[config.mk]
export PLATFORM = sky130hd
export DESIGN_NAME = cir_div_cell
export DESIGN_NICKNAME = d
export VERILOG_FILES = /design/src/design/cir_pkg.sv /design/src/design/cir_div_cell.sv
export SDC_FILE = /design/constraint.sdc
export NUM_CORES = 1
export LEC_CHECK = 0
export BUFFER_PORTS_ARGS = -buffer_cell sky130_fd_sc_hd__buf_2
export CAP_MARGIN = 5
export CORE_AREA = 10 10 265 267
export DETAILED_ROUTE_END_ITERATION = 16
export DIE_AREA = 0 0 275 277
export GPL_TIMING_DRIVEN = 0
export SETUP_SLACK_MARGIN = 0.4
export SYNTH_ARGS = -nofsm -noshare
export SYNTH_HDL_FRONTEND = slang
export SYNTH_SLANG_ARGS = --single-unit
[constraint.sdc]
create_clock -name clk -period 1 [get_ports clk]
set_input_delay 0.1 -clock clk [delete_from_list [all_inputs] [get_ports clk]]
set_output_delay 0.1 -clock clk [all_outputs]
set_load 0.05 [all_outputs]
[src/design/cir_pkg.sv]
`timescale 1ns / 1ps
`default_nettype none
// ---------------------------------------------------------------------------
// cir_pkg
// Shared types and constants of the collision impulse resolver.
// ---------------------------------------------------------------------------
package cir_pkg;

	localparam int VEL_W  = 32;
	localparam int NRM_W  = 18;
	localparam int IM_W   = 31;
	localparam int RST_W  = 17;
	localparam int DEN_W  = 32;
	localparam int J_W    = 46;
	localparam int J_HALF = 23;
	localparam int IMP_W  = 32;

	typedef struct packed {
		logic signed [VEL_W-1:0] vax;
		logic signed [VEL_W-1:0] vay;
		logic signed [VEL_W-1:0] vbx;
		logic signed [VEL_W-1:0] vby;
		logic signed [NRM_W-1:0] nx;
		logic signed [NRM_W-1:0] ny;
		logic [IM_W-1:0]         ima;
		logic [IM_W-1:0]         imb;
		logic                    sep;
	} ctx_t;

endpackage
`default_nettype wire

[src/design/cir_div_cell.sv]
`timescale 1ns / 1ps
`default_nettype none
// ---------------------------------------------------------------------------
// cir_div_cell
// One restoring division cell: produces one quotient bit and passes the
// partial remainder, the shifting dividend/quotient word and the contact on.
// ---------------------------------------------------------------------------
module cir_div_cell #(
	parameter int NUM_W = 54
) (
	input  wire                          clk,
	input  wire                          arst_n,
	input  wire                          en,
	input  wire                          in_valid,
	input  wire [cir_pkg::DEN_W-1:0]     in_rem,
	input  wire [NUM_W-1:0]              in_dq,
	input  wire [cir_pkg::DEN_W-1:0]     in_den,
	input  cir_pkg::ctx_t                in_ctx,
	output logic                         out_valid,
	output logic [cir_pkg::DEN_W-1:0]    out_rem,
	output logic [NUM_W-1:0]             out_dq,
	output logic [cir_pkg::DEN_W-1:0]    out_den,
	output cir_pkg::ctx_t                out_ctx
);

	logic [cir_pkg::DEN_W:0] trial;
	logic [cir_pkg::DEN_W:0] diff;
	logic                    ge;

	always_comb begin
		trial = {in_rem, in_dq[NUM_W-1]};
		diff  = trial - {1'b0, in_den};
		ge    = trial >= {1'b0, in_den};
	end

	always_ff @(posedge clk or negedge arst_n) begin
		if (!arst_n) begin
			out_valid <= 1'b0;
		end else if (en) begin
			out_valid <= in_valid;
		end
	end

	always_ff @(posedge clk) begin
		if (en) begin
			out_rem <= ge ? diff[cir_pkg::DEN_W-1:0] : trial[cir_pkg::DEN_W-1:0];
			out_dq  <= {in_dq[NUM_W-2:0], ge};
			out_den <= in_den;
			out_ctx <= in_ctx;
		end
	end

endmodule
`default_nettype wire

==> impl_results.md <==
- RSZ-0062 raised after global routing: yes
- Clk sinks: 346
- Worst-margin pin slew: 0.714 ns
- Crit-path slowest cell: or4_4
- ANT nets after route: 0
- Status: complete, but fails checks
- Die Area: 0.0762 mm2
- Setup WS pre-CTS: -2.76 ns
- CTS Buffer Depth: 3
- Final HPWL DP: 47.6 mm
- Area Growth Syn to Fin: 98.6%
- Drt pass-1 iters: 5
- Placement Cell Area: 0.0174 mm2
- Crit end category: flip-flop
- Clk slew on worst S/H paths: 0.06 ns
- Die height: 277 um
- Vias per cell: 4.04
- Setup WS post-layout: -1.51 ns
- Primary FF master, synth: edfxtp_1
- Buf+Inv Stages, Crit Path: 5
- CTS Root Buffer Type: clkbuf_16
- Number of buffers created by CTS: 42
- Final Slew Violations: 0
- Max-slew headroom: 0.522
- Failing checks: hold timing, setup timing
- GRT Util Overall: 0.164
- Clock skew: 0 ns
- PwrDens: 1830 mW/mm2
- Period utilization: 2.51
- Core Util, Final: 0.384
- Fin area: 0.0250 mm2
- Synthesized Nets: 1,074
- R2r setup slk: 0.20 ns
- Slowest stage delay, CP: 0.58 ns
- Kind of critical path: input port to flip-flop
- CP delay by family, top: simple AND/OR/NAND/NOR gates
- WL/cell: 24.5 um
- Maximum fanout along the worst path: 8
- Hold-fix buffers, CTS: 335
- Synth Register Bits: 346
- Main area contributors after synthesis: edfxtp_1 82%, ha_1 3.2%, a21oi_1 2.2%, inv_1 1.1%, nor2_1 1.0%
- Period minus WS final: 2.51 ns
- DP Cell Count: 2,252
- Critical path arrival: 2.81 ns
- Top cell type's share of synthesized area: 0.822
- Total power draw: 45.9 mW
- Drt total wl: 66.3 mm
- Max Clk Rate: 0.399 GHz
- Drt drc: 0
- EDFF count, synth: 345
- Clk_lat worst skew: 0.56 ns
- Critical path, cell by cell: buf_8 -> inv_4 -> ha_4 -> buf_6 -> nand4_1 -> or4_4 -> a21oi_4 -> nor3_4 -> a211oi_4 -> o21ai_4 -> o31ai_4 -> buf_12 -> buf_12 -> mux2_4
- Final Non-Filler Cells: 2,707
- # port buffers: 694
- FFs w/ async S/R, synth: 0.00289
- Initial Utilization: 0.193
- Leak: 10.4 nW
- Worst IR Drop VDD: 1.20 mV
- Cell Area, Synth: 0.0126 mm2
- Cell mode on critical path: buf_12
- CP required: 1.30 ns
- First-pass GRT wire length: 90.2 mm
- Hold/Removal Path Class: input port to flip-flop
- Filler cell count: 5,935
- Largest net degree at the start of global routing: 65
- Syn avg cell area: 18.2 um2
- H-tree level count: 2
- Initial antenna violation count: 20
- Area leader, netlist: edfxtp_1
- NumNets Final: 2,175
- Die width: 275 um
- Yosys warning total: 0
- # setup viols final: 379
- Core Region: 0.0652 mm2
- Gr ovfl total: 0
- Layout cells sized above 1: 0.467
- Netlist cell types: 49
- Syn Inst Count: 692
- Std cell rows: 94
- CTS tree: built
- Max-cap violations: 0
- Hold_ws: -0.134 ns
- Type of origin of the critical path: input port
- Via Count: 10,900
- Number of global-route vias before repair: 12,000
- Top Ports: 695
- Final hold viol count: 13
- 1st-iter DRT viols: 757
- Placer Congestion: 0.877
- Post-synthesis sequential area ratio: 0.824
- TNS Setup: -124.61 ns
## power by group
part | switching [mW] | internal, mW | leakage, nW
Clock | 6.47 | 9.15 | 0.678
Sequential | 0.652 | 17.5 | 3.39
Combinational | 7.45 | 4.72 | 6.34
Total | 14.6 | 31.3 | 10.4
## routing by layer
layer | vias to the layer above | wire length [um] | share of wire | global-route usage
met5 | - | 91 | 0.0014 | 0
met4 | 14 | 3960 | 0.060 | 0.0883
met3 | 131 | 6230 | 0.094 | 0.0631
met2 | 554 | 32800 | 0.50 | 0.283
met1 | 5352 | 23200 | 0.35 | 0.167
li1 | 4892 | - | - | -
## cells by family after synthesis
| logic type | Yosys count | synth area share |
|---|---|---|
| buffers and inverters | 56 | 0.0185 |
| AOI/OAI and AO/OA | 119 | 0.0581 |
| adders and majority gates | 33 | 0.0333 |
| DFF | 346 | 0.824 |
| xor gates and xnor gates | 27 | 0.0188 |
| and+or+nand+nor | 99 | 0.0369 |
| muxes | 12 | 0.0106 |
## repair_timing
action                                 4_1_cts  5_1_grt
pin swaps                                   12        7
resized for setup                          743       25
setup buffers                               14        4
endpoints found under the hold margin      395       24
gates cloned                                 3        5
setup endpoints to repair                  624      499
## worst paths after layout
| kind | cells after the start | end | startpoint |
|---|---|---|---|
| max in group asynchronous | 3 | out_valid$_DFFE_PN0P_ | arst_n |
| worst max-delay path | 14 | out_rem[23]$_DFFE_PP_ | in_den[15] |
| worst max register to register | 1 | out_valid$_DFFE_PN0P_ | out_valid$_DFFE_PN0P_ |
| min in group asynchronous | 3 | out_valid$_DFFE_PN0P_ | arst_n |
| worst min-delay path | 2 | out_rem[3]$_DFFE_PP_ | in_rem[2] |
| worst min register to register | 1 | out_valid$_DFFE_PN0P_ | out_valid$_DFFE_PN0P_ |
## placed cells by master (no fill, tap or decap), types with 4 or more instances in the layout
master,count
a21o_1,12
a21oi_1,43
a21oi_2,11
a31oi_1,4
buf_12,4
buf_16,5
buf_2,341
buf_4,18
buf_6,358
bufinv_16,5
clkbuf_1,12
clkbuf_16,47
clkinv_1,5
clkinv_2,8
diode_2,16
dlygate4sd3_1,335
edfxtp_1,345
ha_1,22
ha_4,8
inv_1,33
mux2_4,10
nand2_1,25
nand3_1,8
nand4_1,8
nor2_1,35
o211ai_1,4
o21a_1,6
o21ai_0,14
xnor2_1,15
xor2_1,12
## flip-flops by register name, summed over array words and instances (netlist names)
signal	count
out_ctx	227
out_den	32
out_dq	54
out_rem	32
out_valid	1
## synthesized netlist by cell type, types with 3 or more instances
library cell,count
a211oi_1,3
o21a_1,6
clkbuf_1,6
xnor2_1,15
o21ai_0,16
a31oi_1,5
nor2_1,35
mux2_1,4
nand2_1,26
ha_1,32
xor2_1,12
nand2b_1,3
nand3_1,8
o211ai_1,4
nor4_1,4
a21oi_1,56
edfxtp_1,345
nor2b_1,3
nand4_1,8
mux2_2,7
a21o_1,12
buf_2,8
o21bai_1,3
inv_1,38
buf_4,3
## final cells by class
cell class                 instances  area, um2  share of cell area
clock inverter                    26        309              0.0123
antenna                           16       40.0             0.00160
buffer                            18        178             0.00710
timing repair buffer            1057       9500               0.380
tap                              864       1080              0.0432
inverter                          38        163             0.00650
clock buffer                      52       1090              0.0435
sequential                       346      10400               0.415
multi-input combinational        290       2290              0.0913
Note: power is estimated with default switching activity, not from simulation.
